## src/swtt_pkg.sv

```systemverilog
`timescale 1ns / 1ps
// ----------------------------------------------------------------------------
// swtt_pkg
// Shared codes for the software timer table: actions, event kinds and the
// per-tick report limit.
// ----------------------------------------------------------------------------
package swtt_pkg;

    typedef logic [1:0] t_action;
    typedef logic [1:0] t_event_kind;

    localparam t_action ACT_ONESHOT  = 2'd0;
    localparam t_action ACT_PERIODIC = 2'd1;
    localparam t_action ACT_CANCEL   = 2'd2;
    localparam t_action ACT_TICK     = 2'd3;

    localparam t_event_kind EV_ASSIGNED = 2'd0;
    localparam t_event_kind EV_FIRED    = 2'd1;
    localparam t_event_kind EV_FULL     = 2'd2;

    // At most this many fires are reported for one tick.
    localparam int MAX_REPORT   = 16;
    localparam int REPORT_CNT_W = $clog2(MAX_REPORT + 1);

endpackage

```

## src/software_timer_table_top.sv

```systemverilog
`timescale 1ns / 1ps
// ----------------------------------------------------------------------------
// software_timer_table_top
// Table of one-shot and periodic timers advanced by tick items; the counts
// live in a one-port-read, one-port-write synchronous memory.
// ----------------------------------------------------------------------------
// A cancel item is taken at once and leaves busy low. A start item searches
// the active bits one slot per cycle from slot 0, so it keeps busy high
// until it reaches the first free slot (or the last slot when the table is
// full); a periodic start then passes through S_ASSIGN for its second event.
// A tick item keeps busy high while the count memory is read one slot per
// cycle and each slot is updated in the cycle after its read, then the
// S_FLUSH state delivers the final fire, if any. Results appear on o_strobe,
// at most one per cycle, and cannot be held off by the receiver.
// ----------------------------------------------------------------------------
module software_timer_table_top #(
    parameter int NUM_TIMERS  = 16,
    parameter int COUNT_WIDTH = 24
) (
    input  logic        i_clk,
    input  logic        i_rst_n,
    input  logic        start,
    output logic        busy,
    input  logic [1:0]  i_action,
    input  logic [3:0]  i_slot,
    input  logic [23:0] i_period,
    output logic        o_strobe,
    output logic [1:0]  o_event_kind,
    output logic [3:0]  o_slot_index,
    output logic        o_last
);

    localparam int SW = (NUM_TIMERS > 1) ? $clog2(NUM_TIMERS) : 1;
    localparam int XW = SW + 4;
    localparam int CW = COUNT_WIDTH;
    localparam logic [SW-1:0] LAST_SLOT = SW'(NUM_TIMERS - 1);
    localparam logic [32:0] CMAX = (33'd1 << CW) - 33'd1;
    localparam int RW = swtt_pkg::REPORT_CNT_W;

    localparam logic [2:0] S_IDLE   = 3'd0;
    localparam logic [2:0] S_FIND   = 3'd1;
    localparam logic [2:0] S_ASSIGN = 3'd2;
    localparam logic [2:0] S_TICK   = 3'd3;
    localparam logic [2:0] S_FLUSH  = 3'd4;

    function automatic logic [3:0] low4(input logic [SW-1:0] v);
        logic [XW-1:0] t;
        t = XW'(v);
        return t[3:0];
    endfunction

    // Control state.
    logic [2:0]            r_state, n_state;
    logic [NUM_TIMERS-1:0] r_active, n_active;
    logic [NUM_TIMERS-1:0] r_periodic, n_periodic;
    logic [SW-1:0]         r_idx, n_idx;
    logic                  r_issue_done, n_issue_done;
    logic                  r_p_vld, n_p_vld;
    logic                  r_pend_vld, n_pend_vld;
    logic [RW-1:0]         r_nfire, n_nfire;
    logic                  r_out_vld, n_out_vld;

    // Payload.
    logic                  r_repeat, n_repeat;
    logic [CW-1:0]         r_period, n_period;
    logic [SW-1:0]         r_p_idx, n_p_idx;
    logic [SW-1:0]         r_pend_idx, n_pend_idx;
    swtt_pkg::t_event_kind r_kind, n_kind;
    logic [3:0]            r_sidx, n_sidx;
    logic                  r_last, n_last;

    // Count memory: {reload_value, ticks_left} per slot.
    logic [2*CW-1:0] mem [NUM_TIMERS];
    logic [2*CW-1:0] r_rdata;
    logic            w_we;
    logic [SW-1:0]   w_waddr;
    logic [2*CW-1:0] w_wdata;

    logic [32:0]     w_per_ext;
    logic [CW-1:0]   w_per_sat;
    logic [XW-1:0]   w_cslot;
    logic [CW-1:0]   w_cur_ticks;
    logic [CW-1:0]   w_cur_reload;
    logic            w_hit;
    logic            w_fire;

    assign w_per_ext    = 33'(i_period);
    assign w_per_sat    = (w_per_ext > CMAX) ? CMAX[CW-1:0] : w_per_ext[CW-1:0];
    assign w_cslot      = XW'(i_slot);
    assign w_cur_ticks  = r_rdata[CW-1:0];
    assign w_cur_reload = r_rdata[2*CW-1:CW];
    assign w_hit        = r_p_vld && r_active[r_p_idx];
    assign w_fire       = w_hit && (w_cur_ticks <= CW'(1));

    always_ff @(posedge i_clk) begin
        if (w_we) begin
            mem[w_waddr] <= w_wdata;
        end
        r_rdata <= mem[r_idx];
    end

    always_comb begin
        n_state      = r_state;
        n_active     = r_active;
        n_periodic   = r_periodic;
        n_idx        = r_idx;
        n_issue_done = r_issue_done;
        n_p_vld      = r_p_vld;
        n_pend_vld   = r_pend_vld;
        n_nfire      = r_nfire;
        n_out_vld    = 1'b0;
        n_repeat     = r_repeat;
        n_period     = r_period;
        n_p_idx      = r_p_idx;
        n_pend_idx   = r_pend_idx;
        n_kind       = r_kind;
        n_sidx       = r_sidx;
        n_last       = r_last;
        w_we         = 1'b0;
        w_waddr      = r_idx;
        w_wdata      = {r_period, r_period};

        unique case (r_state)
            S_IDLE: begin
                if (start) begin
                    unique case (i_action) inside
                        swtt_pkg::ACT_ONESHOT, swtt_pkg::ACT_PERIODIC: begin
                            n_repeat = (i_action == swtt_pkg::ACT_PERIODIC);
                            n_period = w_per_sat;
                            n_idx    = '0;
                            n_state  = S_FIND;
                        end
                        swtt_pkg::ACT_CANCEL: begin
                            if (32'(i_slot) < NUM_TIMERS) begin
                                n_active[w_cslot[SW-1:0]]   = 1'b0;
                                n_periodic[w_cslot[SW-1:0]] = 1'b0;
                            end
                        end
                        default: begin
                            n_idx        = '0;
                            n_issue_done = 1'b0;
                            n_p_vld      = 1'b0;
                            n_pend_vld   = 1'b0;
                            n_nfire      = '0;
                            n_state      = S_TICK;
                        end
                    endcase
                end
            end
            S_FIND: begin
                if (!r_active[r_idx]) begin
                    w_we                = 1'b1;
                    n_active[r_idx]     = 1'b1;
                    n_periodic[r_idx]   = r_repeat;
                    n_out_vld           = 1'b1;
                    n_sidx              = low4(r_idx);
                    if (r_repeat) begin
                        n_kind  = swtt_pkg::EV_FIRED;
                        n_last  = 1'b0;
                        n_state = S_ASSIGN;
                    end else begin
                        n_kind  = swtt_pkg::EV_ASSIGNED;
                        n_last  = 1'b1;
                        n_state = S_IDLE;
                    end
                end else if (r_idx == LAST_SLOT) begin
                    n_out_vld = 1'b1;
                    n_kind    = swtt_pkg::EV_FULL;
                    n_sidx    = 4'd0;
                    n_last    = 1'b1;
                    n_state   = S_IDLE;
                end else begin
                    n_idx = r_idx + SW'(1);
                end
            end
            S_ASSIGN: begin
                n_out_vld = 1'b1;
                n_kind    = swtt_pkg::EV_ASSIGNED;
                n_sidx    = low4(r_idx);
                n_last    = 1'b1;
                n_state   = S_IDLE;
            end
            S_TICK: begin
                // Read stage: one slot address per cycle.
                if (!r_issue_done) begin
                    n_p_vld = 1'b1;
                    n_p_idx = r_idx;
                    if (r_idx == LAST_SLOT) begin
                        n_issue_done = 1'b1;
                    end else begin
                        n_idx = r_idx + SW'(1);
                    end
                end else begin
                    n_p_vld = 1'b0;
                end
                // Update stage: the slot read in the previous cycle. A fire is held
                // back until the next fire or the flush so that the final one can carry last.
                w_waddr = r_p_idx;
                if (w_hit) begin
                    if (w_fire) begin
                        if (r_periodic[r_p_idx]) begin
                            w_we    = 1'b1;
                            w_wdata = {w_cur_reload, w_cur_reload};
                        end else begin
                            n_active[r_p_idx] = 1'b0;
                        end
                        if (r_nfire < RW'(swtt_pkg::MAX_REPORT)) begin
                            if (r_pend_vld) begin
                                n_out_vld = 1'b1;
                                n_kind    = swtt_pkg::EV_FIRED;
                                n_sidx    = low4(r_pend_idx);
                                n_last    = 1'b0;
                            end
                            n_pend_vld = 1'b1;
                            n_pend_idx = r_p_idx;
                            n_nfire    = r_nfire + RW'(1);
                        end
                    end else begin
                        w_we    = 1'b1;
                        w_wdata = {w_cur_reload, w_cur_ticks - CW'(1)};
                    end
                end
                if (r_p_vld && (r_p_idx == LAST_SLOT)) begin
                    n_state = S_FLUSH;
                end
            end
            S_FLUSH: begin
                if (r_pend_vld) begin
                    n_out_vld = 1'b1;
                    n_kind    = swtt_pkg::EV_FIRED;
                    n_sidx    = low4(r_pend_idx);
                    n_last    = 1'b1;
                end
                n_pend_vld = 1'b0;
                n_state    = S_IDLE;
            end
            default: begin
                n_state = S_IDLE;
            end
        endcase
    end

    always_ff @(posedge i_clk) begin
        if (!i_rst_n) begin
            r_state      <= S_IDLE;
            r_active     <= '0;
            r_periodic   <= '0;
            r_idx        <= '0;
            r_issue_done <= 1'b0;
            r_p_vld      <= 1'b0;
            r_pend_vld   <= 1'b0;
            r_nfire      <= '0;
            r_out_vld    <= 1'b0;
        end else begin
            r_state      <= n_state;
            r_active     <= n_active;
            r_periodic   <= n_periodic;
            r_idx        <= n_idx;
            r_issue_done <= n_issue_done;
            r_p_vld      <= n_p_vld;
            r_pend_vld   <= n_pend_vld;
            r_nfire      <= n_nfire;
            r_out_vld    <= n_out_vld;
        end
    end

    always_ff @(posedge i_clk) begin
        r_repeat   <= n_repeat;
        r_period   <= n_period;
        r_p_idx    <= n_p_idx;
        r_pend_idx <= n_pend_idx;
        r_kind     <= n_kind;
        r_sidx     <= n_sidx;
        r_last     <= n_last;
    end

    assign busy         = (r_state != S_IDLE);
    assign o_strobe     = r_out_vld;
    assign o_event_kind = r_kind;
    assign o_slot_index = r_sidx;
    assign o_last       = r_last;

    // A table-full report is always the only item of its start.
    a_full_is_last: assert property (@(posedge i_clk) disable iff (!i_rst_n)
        (o_strobe && (o_event_kind == swtt_pkg::EV_FULL)) |-> o_last)
        else $error("table full report without last");

    // More items follow a non-final one, so the block must still be busy.
    a_more_follows: assert property (@(posedge i_clk) disable iff (!i_rst_n)
        (o_strobe && !o_last) |-> busy)
        else $error("non-final item while idle");

    // A cancel completes in the cycle it is taken.
    a_cancel_quick: assert property (@(posedge i_clk) disable iff (!i_rst_n)
        (start && !busy && (i_action == swtt_pkg::ACT_CANCEL)) |=> !busy)
        else $error("cancel left the block busy");

    // The update stage only runs during a tick scan.
    a_stage_in_scan: assert property (@(posedge i_clk) disable iff (!i_rst_n)
        r_p_vld |-> (r_state == S_TICK))
        else $error("update stage active outside a tick scan");

    // The report count never passes the per-tick limit.
    a_report_limit: assert property (@(posedge i_clk) disable iff (!i_rst_n)
        r_nfire <= RW'(swtt_pkg::MAX_REPORT))
        else $error("fire report count over limit");

endmodule
```

## config.mk

```make
export PLATFORM = sky130hd
export DESIGN_NAME = software_timer_table_top
export DESIGN_NICKNAME = d
export VERILOG_FILES = /design/src/swtt_pkg.sv /design/src/software_timer_table_top.sv
export SDC_FILE = /design/constraint.sdc
export NUM_CORES = 1
export LEC_CHECK = 0
export BUFFER_PORTS_ARGS = -buffer_cell sky130_fd_sc_hd__buf_4
export CORE_MARGIN = 5
export CORE_UTILIZATION = 47
export CTS_CLUSTER_SIZE = 12
export DETAILED_ROUTE_END_ITERATION = 16
export PLACE_DENSITY = 0.63
export SYNTH_ARGS = -nofsm -noshare
export SYNTH_HDL_FRONTEND = slang
export SYNTH_SLANG_ARGS = --single-unit
```

## constraint.sdc

```tcl
create_clock -name i_clk -period 15.7 [get_ports i_clk]
set_clock_uncertainty 0.1 [all_clocks]
set_input_delay 1.57 -clock i_clk [delete_from_list [all_inputs] [get_ports i_clk]]
set_output_delay 1.57 -clock i_clk [all_outputs]
set_load 0.02 [all_outputs]
```

# After elaboration in Yosys (flattened, before gate mapping)
# Memories as Yosys holds them, arrays and structs flattened. A register that Yosys moved wholly into a read port is not among the register bits.
# Cells that the tools add are included.
[word_totals]
ram_bits = 768
mem_count = 1
out_inout_bits = 9
input_bits = 33
register_bits = 88
[mem_list]
columns = ["memory", "words", "word_bits", "rd", "rd_ports_with_merged_regs", "write_ports", "line", "rtl"]
rows = [
  ["mem", 16, 48, 1, 1, 1, "software_timer_table_top.sv:73", "logic [2*CW-1:0] mem [NUM_TIMERS];"],
]
[classes]
bitwise_logic = 7
reduce_logical = 28
eq_ne = 23
order_cmp = 9
n_mux = 96
add_sub_neg = 3
[ops]
columns = ["op", "count"]
rows = [
  ["two-way mux 48 bit", 4],
  ["two-way mux 16 bit", 9],
  ["bitwise AND 16 bit", 3],
  ["two-way mux 4 bit", 12],
  ["one-hot mux 16 bit (3 select lines)", 1],
  ["two-way mux 1 bit", 34],
  ["inverter 16 bit", 2],
  ["one-hot mux 16 bit (2 select lines)", 1],
  ["!= test 2 bit, second input constant", 14],
  ["two-way mux 5 bit", 5],
  ["greater-than comparator 24 bit, second input constant", 1],
  ["less-or-equal comparator 24 x 1 -> 1 bit, second input constant", 1],
  ["subtractor 24 x 1 -> 24 bit, second input constant", 1],
  ["bitwise mux 16 bit", 1],
  ["bitwise OR 16 bit", 1],
  ["one-hot mux 4 bit (4 select lines)", 1],
  ["less-than comparator 4 x 5 -> 1 bit, second input constant", 3],
  ["two-way mux 2 bit", 7],
  ["AND reduction 7 bit", 2],
  ["binary-select mux 1 bit (select 4 bit)", 3],
  ["demux 1 bit (select 4 bit)", 3],
  ["greater-or-equal comparator 4 x 1 -> 1 bit, second input constant", 3],
  ["two-way mux 3 bit", 4],
  ["one-hot mux 4 bit (3 select lines)", 1],
  ["other kinds (31)", 49],
]

# Longest topological paths before layout
# Gate-level depths: netlist of the first run.
[depth]
ltp_word = 10
depth_mapped = 11

# Worst setup path before layout of the first run
# OpenSTA, ideal clock, no wires.
[synth_path]
path_type = "register -> register"
start = "register r_p_idx[0]"
end = "memory mem[0][0] in the netlist's numbering (enable)"
slack_ps = 9965
arrival_ps = 5122
n_path_buf = 4
setup_ps = 513
path_stages_with_launch = 11
cell_sequence = "edfxtp_1 buf_2 buf_4 buf_4 mux2i_1 a22oi_1 nand3b_1 nand3_1 a21oi_2 buf_2 nor3_1"
[synth_between]
elab_chain_cells = 9
word_cells_on_any_way = 13
cone_classes = "11 x mux; 2 x reduce/logical"
[synth_lines]
columns = ["item", "line", "rtl"]
rows = [
  ["from (decl)", "software_timer_table_top.sv:66", "logic [SW-1:0] r_p_idx, n_p_idx;"],
  ["from (signal assigned)", "software_timer_table_top.sv:270", "r_p_idx <= n_p_idx;"],
  ["binary-select mux 1 bit (select 4 bit)", "software_timer_table_top.sv:92", "assign w_hit = r_p_vld && r_active[r_p_idx];"],
  ["two-way mux 1 bit (implied by the code)", "software_timer_table_top.sv:92", ""],
  ["logical AND 1 bit", "software_timer_table_top.sv:92", ""],
  ["logical AND 1 bit", "software_timer_table_top.sv:93", "assign w_fire = w_hit && (w_cur_ticks <= CW'(1));"],
  ["two-way mux 1 bit", "software_timer_table_top.sv:200", "if (w_fire) begin"],
  ["two-way mux 1 bit", "software_timer_table_top.sv:199", "if (w_hit) begin"],
  ["one-hot mux 1 bit (2 select lines)", "software_timer_table_top.sv:123", "unique case (r_state)"],
  ["two-way mux 1 bit", "software_timer_table_top.sv:96", "if (w_we) begin"],
  ["two-way mux 1 bit (implied by the code)", "software_timer_table_top.sv:97", "mem[w_waddr] <= w_wdata;"],
  ["to (decl)", "software_timer_table_top.sv:73", ""],
]
# Parallel ways exist; a longest one is shown, timed or not. The select of a mux whose other input is x is not followed.

# Worst setup path in the final report of the first run
[layout_path]
start = "register r_idx[1]"
end = "memory mem[8][42] in the netlist's numbering (enable)"
[layout_between]
elab_chain_cells = 6
word_cells_on_any_way = 7
cone_classes = "7 x mux"
[layout_lines]
columns = ["item", "line", "rtl"]
rows = [
  ["from (decl)", "software_timer_table_top.sv:56", "logic [SW-1:0] r_idx, n_idx;"],
  ["from (signal assigned)", "software_timer_table_top.sv:258", "r_idx <= n_idx;"],
  ["binary-select mux 1 bit (select 4 bit)", "software_timer_table_top.sv:151", "if (!r_active[r_idx]) begin"],
  ["two-way mux 1 bit (implied by the code)", "software_timer_table_top.sv:151", ""],
  ["two-way mux 1 bit", "software_timer_table_top.sv:151", ""],
  ["one-hot mux 1 bit (2 select lines)", "software_timer_table_top.sv:123", ""],
  ["two-way mux 1 bit", "software_timer_table_top.sv:96", ""],
  ["two-way mux 1 bit (implied by the code)", "software_timer_table_top.sv:97", ""],
]
# Parallel ways exist; a longest one is shown, timed or not. The select of a mux whose other input is x is not followed.

==> results of run 1 <==
## metrics by stage
step	hold slack [ns]	area [sq um]
floorplan	0.309	36400
global placement	0.377	37900
detailed placement	0.376	37900
CTS	0.390	40600
global route	0.409	40600
finish	0.402	40600
## sequential cells by signal (all words and copies together), names as in the netlist
name and flops:
o_event_kind 2, mem 768, o_strobe 1, r_p_vld 1
r_p_idx 4, r_issue_done 1, r_repeat 1, r_period 24
r_pend_vld 1, r_rdata 48, r_idx 4, r_active 16
o_slot_index 4, r_state 3, r_periodic 16, r_nfire 5
r_pend_idx 4, o_last 1
## cells in the mapped netlist, drive strengths merged, types with 12 or more instances
master,number,area [sq um]
edfxtp,808,24300
mux4,243,5470
dfxtp,96,1920
clkbuf,91,342
a21oi,78,394
nand2,66,248
mux2i,64,641
nor2,49,184
buf,47,243
nor3,45,235
o21ai,40,204
mux2,24,270
o22a,24,210
a22oi,22,165
inv,15,56.3
nand3,15,75.1
o221a,15,169
xnor2,15,131
a31oi,12,75.1
## power by group
group | switching, W | total, W | internal, W
clock | 0.000871 | 0.00202 | 0.00115
sequential | 0.0000415 | 0.00272 | 0.00267
combinational | 0.000187 | 0.000331 | 0.000144
## critical path: stages, from the launching register on
cell and delay (ns):
sky130_fd_sc_hd__dfxtp_4 0.96, sky130_fd_sc_hd__inv_2 0.22, sky130_fd_sc_hd__mux4_2 0.52, sky130_fd_sc_hd__and2_1 0.28
sky130_fd_sc_hd__o21a_4 0.27, sky130_fd_sc_hd__a21oi_2 0.76, sky130_fd_sc_hd__nor3_2 0.24, sky130_fd_sc_hd__buf_4 0.42
## area by class of cell
cell class,instances,area [sq um],share of cell area (%)
Clock buffer,149,2600,6.40
Clock inverter,15,151,0.373
Inverter,15,56.3,0.139
Multi-Input combinational cell,844,9690,23.9
Sequential cell,904,26200,64.5
Tap cell,1040,1300,3.20
Timing Repair Buffer,82,616,1.52
## worst max path at each step
stage	end	depth (start not counted)	slack, ns
6_report	mem[8][42]$_DFFE_PP_	7	11.42
5_1_grt	r_rdata[13]$_DFF_P_	4	11.13
4_1_cts	r_rdata[11]$_DFF_P_	4	11.41
3_5_place_dp	r_rdata[11]$_DFF_P_	4	11.42
3_3_place_gp	r_rdata[11]$_DFF_P_	4	11.47
2_1_floorplan	mem[0][0]$_DFFE_PP_	10	9.97
## routing by layer
layer | routed length (um) | global-route usage (%) | up-vias
li1 | - | - | 7913
met1 | 36300 | 29.8 | 9963
met2 | 42200 | 33.9 | 666
met3 | 5490 | 3.54 | 112
met4 | 1720 | 4.76 | 0
met5 | 0 | 0 | -
## layout by cell type, fill, tap and decap left out, types with 4 or more instances in the layout
cell type,n
sky130_fd_sc_hd__dfxtp_1,92
sky130_fd_sc_hd__xnor2_1,15
sky130_fd_sc_hd__ha_1,7
sky130_fd_sc_hd__nor3b_1,4
sky130_fd_sc_hd__dfxtp_4,4
sky130_fd_sc_hd__o21ai_0,38
sky130_fd_sc_hd__clkbuf_16,93
sky130_fd_sc_hd__or4_1,4
sky130_fd_sc_hd__o221a_2,15
sky130_fd_sc_hd__o31ai_1,8
sky130_fd_sc_hd__nor2b_1,6
sky130_fd_sc_hd__edfxtp_1,808
sky130_fd_sc_hd__nor2_1,48
sky130_fd_sc_hd__clkinv_2,8
sky130_fd_sc_hd__buf_4,82
sky130_fd_sc_hd__and2_1,7
sky130_fd_sc_hd__nand2b_1,9
sky130_fd_sc_hd__nand2_1,66
sky130_fd_sc_hd__a211o_1,9
sky130_fd_sc_hd__inv_1,14
sky130_fd_sc_hd__o22a_1,24
sky130_fd_sc_hd__mux2_2,24
sky130_fd_sc_hd__xor2_1,7
sky130_fd_sc_hd__nand4_1,8
sky130_fd_sc_hd__clkbuf_8,6
sky130_fd_sc_hd__nor3_2,18
sky130_fd_sc_hd__a31oi_1,12
sky130_fd_sc_hd__mux4_2,243
sky130_fd_sc_hd__clkbuf_1,50
sky130_fd_sc_hd__a311o_1,6
sky130_fd_sc_hd__o211ai_1,4
sky130_fd_sc_hd__mux2i_1,64
sky130_fd_sc_hd__a22oi_1,22
sky130_fd_sc_hd__a21oi_1,77
sky130_fd_sc_hd__nand3_1,15
sky130_fd_sc_hd__nor3_1,27
sky130_fd_sc_hd__nor4_1,6
## kinds of logic (layout without fill, tap and decap cells)
group / after synthesis / in the layout
adder cells (fa/ha/maj): 7 / 7
XOR/XNOR: 22 / 22
multiplexers: 331 / 331
AO/OA/AOI/OAI: 246 / 246
flip-flops: 904 / 904
AND/OR/NAND/NOR: 238 / 238
buffers and inverters: 153 / 261
==> flow_results.xml, run 1 <==
<?xml version="1.0" encoding="UTF-8"?>
<metrics>
  <group name="run_status">
    <metric name="outcome" unit="">finished clean</metric>
  </group>
  <group name="clock_network">
    <metric name="cts_made_buffers" unit="">90</metric>
    <metric name="ctsLongestPathBuffers" unit="">3</metric>
    <metric name="postCtsResizedCells" unit="">0</metric>
    <metric name="ctsHtreeMaxLevel" unit="">3</metric>
    <metric name="clock_tree.root_cell" unit="">sky130_fd_sc_hd__clkbuf_16</metric>
    <metric name="tritoncts_num_sinks" unit="">904</metric>
    <metric name="clock_transition_at_path_regs" unit="ns">0.06</metric>
    <metric name="clk-insertion-delay-late" unit="ns">0.63</metric>
    <metric name="total_of_hold_buffers_inserted_after_clock_tree_synthesis" unit="">0</metric>
    <metric name="post-cts-setup-buffer-count" unit="">0</metric>
    <metric name="tritoncts_clock_tree" unit="">built</metric>
  </group>
  <group name="timing">
    <metric name="setup_viol_count_final" unit="">0</metric>
    <metric name="timing.max_slew.rel_slack" unit="%">21.2</metric>
    <metric name="number_of_hold_violations_in_the_final_report" unit="">0</metric>
    <metric name="finalSetupTns" unit="ns">0</metric>
    <metric name="worst_pin_slew" unit="ns">1.18</metric>
    <metric name="clock.fmax" unit="MHz">234</metric>
    <metric name="min_period_over_period" unit="%">27.2</metric>
    <metric name="final.setup.worst_slack" unit="ns">11.42</metric>
    <metric name="rsz_0062_raised_after_global_routing" unit="">false</metric>
    <metric name="period_minus_slack" unit="ns">4.28</metric>
    <metric name="report.final.slew_viol_count" unit="">0</metric>
  </group>
  <group name="place">
    <metric name="numPortBuffers" unit="">41</metric>
    <metric name="place.gp.congestion" unit="">0.914</metric>
    <metric name="dp_hpwl" unit="um">46400</metric>
    <metric name="detailedPlace.worstSlack" unit="ns">11.42</metric>
    <metric name="dpl.cell_count" unit="">2885</metric>
  </group>
  <group name="floorplanning">
    <metric name="fp.coreArea" unit="sq um">77100</metric>
    <metric name="chipHeight" unit="um">288</metric>
    <metric name="initial_core_util" unit="%">47.2</metric>
    <metric name="row_count" unit="">102</metric>
    <metric name="die_area" unit="sq um">83100</metric>
    <metric name="design.portCount" unit="">42</metric>
    <metric name="die_w" unit="um">288</metric>
  </group>
  <group name="logic_synthesis">
    <metric name="synth_compound_gate_area_share" unit="%">4.77</metric>
    <metric name="synthMuxAreaShare" unit="%">17.5</metric>
    <metric name="post_synth_instance_area" unit="sq um">36400</metric>
    <metric name="largest_family_of_logic_cells_by_synthesized_area" unit="">multiplexers</metric>
    <metric name="post_syn_nets" unit="">1941</metric>
    <metric name="synth_adder_area_share" unit="%">0.241</metric>
    <metric name="synth-simple-area-share" unit="%">3.25</metric>
    <metric name="synth-edff-count" unit="">808</metric>
    <metric name="synth.yosys.warnings" unit="">0</metric>
    <metric name="async_flop_share" unit="%">0</metric>
    <metric name="synth_flop_cell" unit="">sky130_fd_sc_hd__edfxtp_1</metric>
    <metric name="netlist-cell-type-count" unit="">75</metric>
    <metric name="synth_sequential_area_ratio" unit="%">71.9</metric>
    <metric name="synth_area_per_cell" unit="sq um">19.2</metric>
    <metric name="synthesis.instances" unit="">1901</metric>
    <metric name="synth-xor-area-share" unit="%">0.529</metric>
    <metric name="ys_ff_latch" unit="">904</metric>
  </group>
  <group name="drt">
    <metric name="antenna_violating_nets_post_route" unit="">0</metric>
    <metric name="detail_route.vias_per_cell" unit="">6.12</metric>
    <metric name="route.detailed.wl_per_inst" unit="um">28.1</metric>
    <metric name="drtIter0Drc" unit="">1921</metric>
    <metric name="drt_wl_total" unit="um">85700</metric>
    <metric name="drc" unit="">0</metric>
    <metric name="vias" unit="">18700</metric>
    <metric name="drt_pre_antenna_iters" unit="">6</metric>
  </group>
  <group name="hold_path">
    <metric name="hold_path.class" unit="">reg -&gt; reg</metric>
    <metric name="hold_path_depth" unit="">0</metric>
    <metric name="hold_path_startpoint" unit="">r_p_idx[0]$_DFFE_PP_</metric>
    <metric name="whs_endpoint" unit="">r_pend_idx[0]$_DFFE_PP_</metric>
  </group>
  <group name="layout">
    <metric name="nNetsFinal" unit="">1977</metric>
    <metric name="diodes" unit="">0</metric>
    <metric name="fin_cells" unit="">3049</metric>
    <metric name="share_of_post_route_cells_with_drive_strength_above_1" unit="%">25.7</metric>
    <metric name="final_cell_utilization_of_the_core" unit="%">52.7</metric>
    <metric name="areaGrowthSynthToFinish" unit="%">11.5</metric>
    <metric name="num-fill-cells" unit="">6104</metric>
  </group>
  <group name="job">
    <metric name="maxCapViolations" unit="">0</metric>
  </group>
  <group name="worst_setup_path">
    <metric name="worst_setup_path_start_kind" unit="">flop</metric>
    <metric name="timing.critical_path.required" unit="ns">15.84</metric>
    <metric name="criticalPathCategory" unit="">reg -&gt; reg</metric>
    <metric name="critical_path.endpoint_type" unit="">flop</metric>
    <metric name="reg2regPathDepth" unit="">7</metric>
    <metric name="rr_endpoint" unit="">mem[8][42]$_DFFE_PP_</metric>
    <metric name="crit-reg2reg-launch" unit="">r_idx[1]$_SDFFE_PN0P_</metric>
    <metric name="cp.arrival" unit="ns">4.41</metric>
    <metric name="path_max_fanout" unit="">59</metric>
    <metric name="r2r_slack" unit="ns">11.42</metric>
    <metric name="crit_start" unit="">r_idx[1]$_SDFFE_PN0P_</metric>
  </group>
  <group name="global_route">
    <metric name="grt_start_max_net_pins" unit="">60</metric>
    <metric name="grt_antenna_before_repair" unit="">0</metric>
    <metric name="grt_use_total" unit="%">20.8</metric>
    <metric name="grt.overflow.total" unit="">0</metric>
    <metric name="vias_in_the_first_global_route" unit="">19100</metric>
    <metric name="grt_first_pass_wirelength" unit="um">128000</metric>
  </group>
  <group name="power_and_ir_drop">
    <metric name="leakagePower" unit="nW">12.3</metric>
    <metric name="ir_worst_vdd" unit="mV">0.106</metric>
    <metric name="report.power.total" unit="W">0.00506</metric>
    <metric name="pwr_density_cell" unit="nW/um^2">125</metric>
  </group>
</metrics>
Power figures use the tool's default switching activity.
==> inputs of run 2 (changes only) <==
clock period = 4.3 ns   (was 15.7 ns; I/O delays follow)
==> run 2 against run 1 <==
Final cell count rose by 1.5%; clock power grew to 3.9 times the previous value; sequential cell count did not move; critical path depth increased by 1; non-clock buffer count is 33 higher; register-to-register slack got worse by 11 ns; clock-buffer cell count decreased by 1; sequential power rose to 3.7 times the previous value; worst setup slack got worse by 11 ns; critical endpoint is now mem[3][12]$_DFFE_PP_; core utilization is 0.99 points higher; design area is 1.9% higher.
==> flow_results.xml, run 2 (synthesis results as in run 1) <==
<?xml version="1.0" encoding="UTF-8"?>
<metrics>
  <group name="run_status">
    <metric name="outcome" unit="">finished clean</metric>
  </group>
  <group name="place">
    <metric name="numPortBuffers" unit="">41</metric>
    <metric name="place.gp.congestion" unit="">0.830</metric>
    <metric name="detailedPlace.worstSlack" unit="ns">0.699</metric>
    <metric name="dp_hpwl" unit="um">49400</metric>
  </group>
  <group name="clock_network">
    <metric name="ctsHtreeMaxLevel" unit="">3</metric>
    <metric name="post-cts-setup-buffer-count" unit="">0</metric>
    <metric name="postCtsResizedCells" unit="">0</metric>
    <metric name="tritoncts_clock_tree" unit="">built</metric>
    <metric name="clk-insertion-delay-late" unit="ns">0.65</metric>
    <metric name="clock_tree.root_cell" unit="">sky130_fd_sc_hd__clkbuf_16</metric>
    <metric name="tritoncts_num_sinks" unit="">904</metric>
    <metric name="total_of_hold_buffers_inserted_after_clock_tree_synthesis" unit="">25</metric>
    <metric name="ctsLongestPathBuffers" unit="">3</metric>
    <metric name="clock_transition_at_path_regs" unit="ns">0.06</metric>
    <metric name="cts_made_buffers" unit="">94</metric>
  </group>
  <group name="hold_path">
    <metric name="hold_path_depth" unit="">3</metric>
    <metric name="hold_path.class" unit="">in -&gt; reg</metric>
  </group>
  <group name="floorplanning">
    <metric name="fp.coreArea" unit="sq um">77100</metric>
    <metric name="row_count" unit="">102</metric>
    <metric name="initial_core_util" unit="%">47.2</metric>
    <metric name="design.portCount" unit="">42</metric>
    <metric name="chipHeight" unit="um">288</metric>
    <metric name="die_area" unit="sq um">83100</metric>
    <metric name="die_w" unit="um">288</metric>
  </group>
  <group name="worst_setup_path">
    <metric name="reg2regPathDepth" unit="">8</metric>
    <metric name="critical_path.endpoint_type" unit="">flop</metric>
    <metric name="path_max_fanout" unit="">48</metric>
    <metric name="criticalPathCategory" unit="">reg -&gt; reg</metric>
    <metric name="critPathSlowestCell" unit="">sky130_fd_sc_hd__a21oi_2</metric>
    <metric name="worst_setup_path_start_kind" unit="">flop</metric>
    <metric name="timing.critical_path.required" unit="ns">4.54</metric>
    <metric name="timing.critical_path.cells" unit="">buf_4 &gt; mux2i_1 &gt; a22oi_1 &gt; nand3b_1 &gt; nand3_1 &gt; a21oi_2 &gt; nor3_2 &gt; buf_12</metric>
    <metric name="cpPeakStageDelay" unit="ns">0.91</metric>
    <metric name="cp.arrival" unit="ns">3.90</metric>
  </group>
  <group name="drt">
    <metric name="route.detailed.wl_per_inst" unit="um">29.0</metric>
    <metric name="antenna_violating_nets_post_route" unit="">0</metric>
    <metric name="drtIter0Drc" unit="">1957</metric>
    <metric name="vias" unit="">18900</metric>
    <metric name="detail_route.vias_per_cell" unit="">6.12</metric>
    <metric name="drc" unit="">0</metric>
    <metric name="drt_wl_total" unit="um">89600</metric>
    <metric name="drt_pre_antenna_iters" unit="">5</metric>
  </group>
  <group name="global_route">
    <metric name="grt.overflow.total" unit="">0</metric>
    <metric name="grtUsageMet3" unit="%">4.19</metric>
    <metric name="grt_antenna_before_repair" unit="">1</metric>
    <metric name="global_route.peak_usage_layer" unit="">met2</metric>
    <metric name="grt_first_pass_wirelength" unit="um">132000</metric>
    <metric name="globalRouteMet1Util" unit="%">30.3</metric>
    <metric name="vias_in_the_first_global_route" unit="">19500</metric>
    <metric name="grt.met2_usage" unit="%">35.1</metric>
    <metric name="grt_start_max_net_pins" unit="">108</metric>
    <metric name="grt_use_total" unit="%">21.7</metric>
  </group>
  <group name="layout">
    <metric name="final_cell_mix" unit="">sky130_fd_sc_hd__edfxtp_1 (808), sky130_fd_sc_hd__mux4_2 (243), sky130_fd_sc_hd__clkbuf_16 (95)</metric>
    <metric name="diodes" unit="">0</metric>
    <metric name="largest_reg_by_ff_count" unit="">mem</metric>
    <metric name="biggestRegsByFlops" unit="">mem: 768 flops, r_rdata: 48 flops, r_period: 24 flops</metric>
    <metric name="nNetsFinal" unit="">2014</metric>
    <metric name="areaGrowthSynthToFinish" unit="%">13.6</metric>
    <metric name="largest_reg_flops" unit="">768</metric>
    <metric name="share_of_post_route_cells_with_drive_strength_above_1" unit="%">25.9</metric>
    <metric name="commonest_non_fill_non_tap_cell_in_the_layout" unit="">sky130_fd_sc_hd__edfxtp_1</metric>
  </group>
  <group name="power_and_ir_drop">
    <metric name="ir_worst_vdd" unit="mV">0.333</metric>
    <metric name="leakagePower" unit="nW">12.6</metric>
    <metric name="report.power.total" unit="W">0.0190</metric>
    <metric name="pwr_density_cell" unit="nW/um^2">459</metric>
  </group>
  <group name="timing">
    <metric name="worst_pin_slew" unit="ns">1.20</metric>
    <metric name="rsz_0062_raised_after_global_routing" unit="">false</metric>
    <metric name="timing.max_slew.rel_slack" unit="%">19.8</metric>
    <metric name="setup_viol_count_final" unit="">0</metric>
    <metric name="final.setup.worst_slack" unit="ns">0.644</metric>
    <metric name="period_minus_slack" unit="ns">3.66</metric>
    <metric name="clock.fmax" unit="MHz">274</metric>
    <metric name="min_period_over_period" unit="%">85.0</metric>
    <metric name="report.final.slew_viol_count" unit="">0</metric>
    <metric name="number_of_hold_violations_in_the_final_report" unit="">0</metric>
  </group>
  <group name="job">
    <metric name="maxCapViolations" unit="">0</metric>
  </group>
</metrics>
[run 2: cell types whose count changed in the layout (fill, tap and decap cells not counted), moves of 2 or more]
cell / change
sky130_fd_sc_hd__buf_12: +19
sky130_fd_sc_hd__buf_4: -11
sky130_fd_sc_hd__bufinv_16: +3
sky130_fd_sc_hd__clkbuf_1: -3
sky130_fd_sc_hd__clkbuf_16: +2
sky130_fd_sc_hd__clkinv_1: +7
sky130_fd_sc_hd__dlygate4sd3_1: +25
sky130_fd_sc_hd__inv_6: +2
[run 2: final timing paths]
check | from | endpoint | slack, ns
min reg2reg | r_active[8]$_SDFFE_PN0P_ | r_active[8]$_SDFFE_PN0P_ | 0.42
max | r_p_idx[0]$_DFFE_PP_ | mem[3][12]$_DFFE_PP_ | 0.64
max reg2reg | r_p_idx[0]$_DFFE_PP_ | mem[3][12]$_DFFE_PP_ | 0.64
min | i_action[0] | r_repeat$_DFFE_PP_ | 0.05
[run 2: metrics by stage]
step | TNS [ns] | instances | cell area [sq um] | hold slack [ns] | utilization, %
3_3_place_gp | 0 | 2893 | 38200 | 0.380 | 49.5
3_5_place_dp | 0 | 2893 | 38200 | 0.408 | 49.5
4_1_cts | 0 | 3094 | 41400 | 0.0200 | 53.7
6_report | 0 | 3094 | 41400 | 0.0529 | 53.7
5_1_grt | 0 | 3094 | 41400 | 0.0423 | 53.7
2_1_floorplan | -1049.90 | 1901 | 36400 | 0.309 | -
[run 2: final cells by class]
type,instances,area (sq um)
Clock buffer,148,2640
Clock inverter,28,330
Fill cell,6021,35700
Inverter,15,56.3
Multi-Input combinational cell,844,9690
Sequential cell,904,26200
Tap cell,1040,1300
Timing Repair Buffer,115,1160
[run 2: layer usage]
layer | routed length [um] | vias up
met5 | 17 | -
li1 | - | 7997
met1 | 36600 | 9998
met4 | 2620 | 2
met2 | 43900 | 779
met3 | 6450 | 166
[run 2: worst max-delay path, delay by kind of cell (launching register included)]
family                 cells  cell delay (ns)
AO/OA/AOI/OAI              2             1.02
buffers and inverters      2             0.63
flip-flops                 1             0.81
multiplexers               1             0.25
AND/OR/NAND/NOR            3             0.52
[run 2: where the power goes]
group,internal [W],switching (W)
registers,0.00976,0.000166
logic,0.000550,0.000724
clock network,0.00448,0.00330
total,0.0148,0.00419
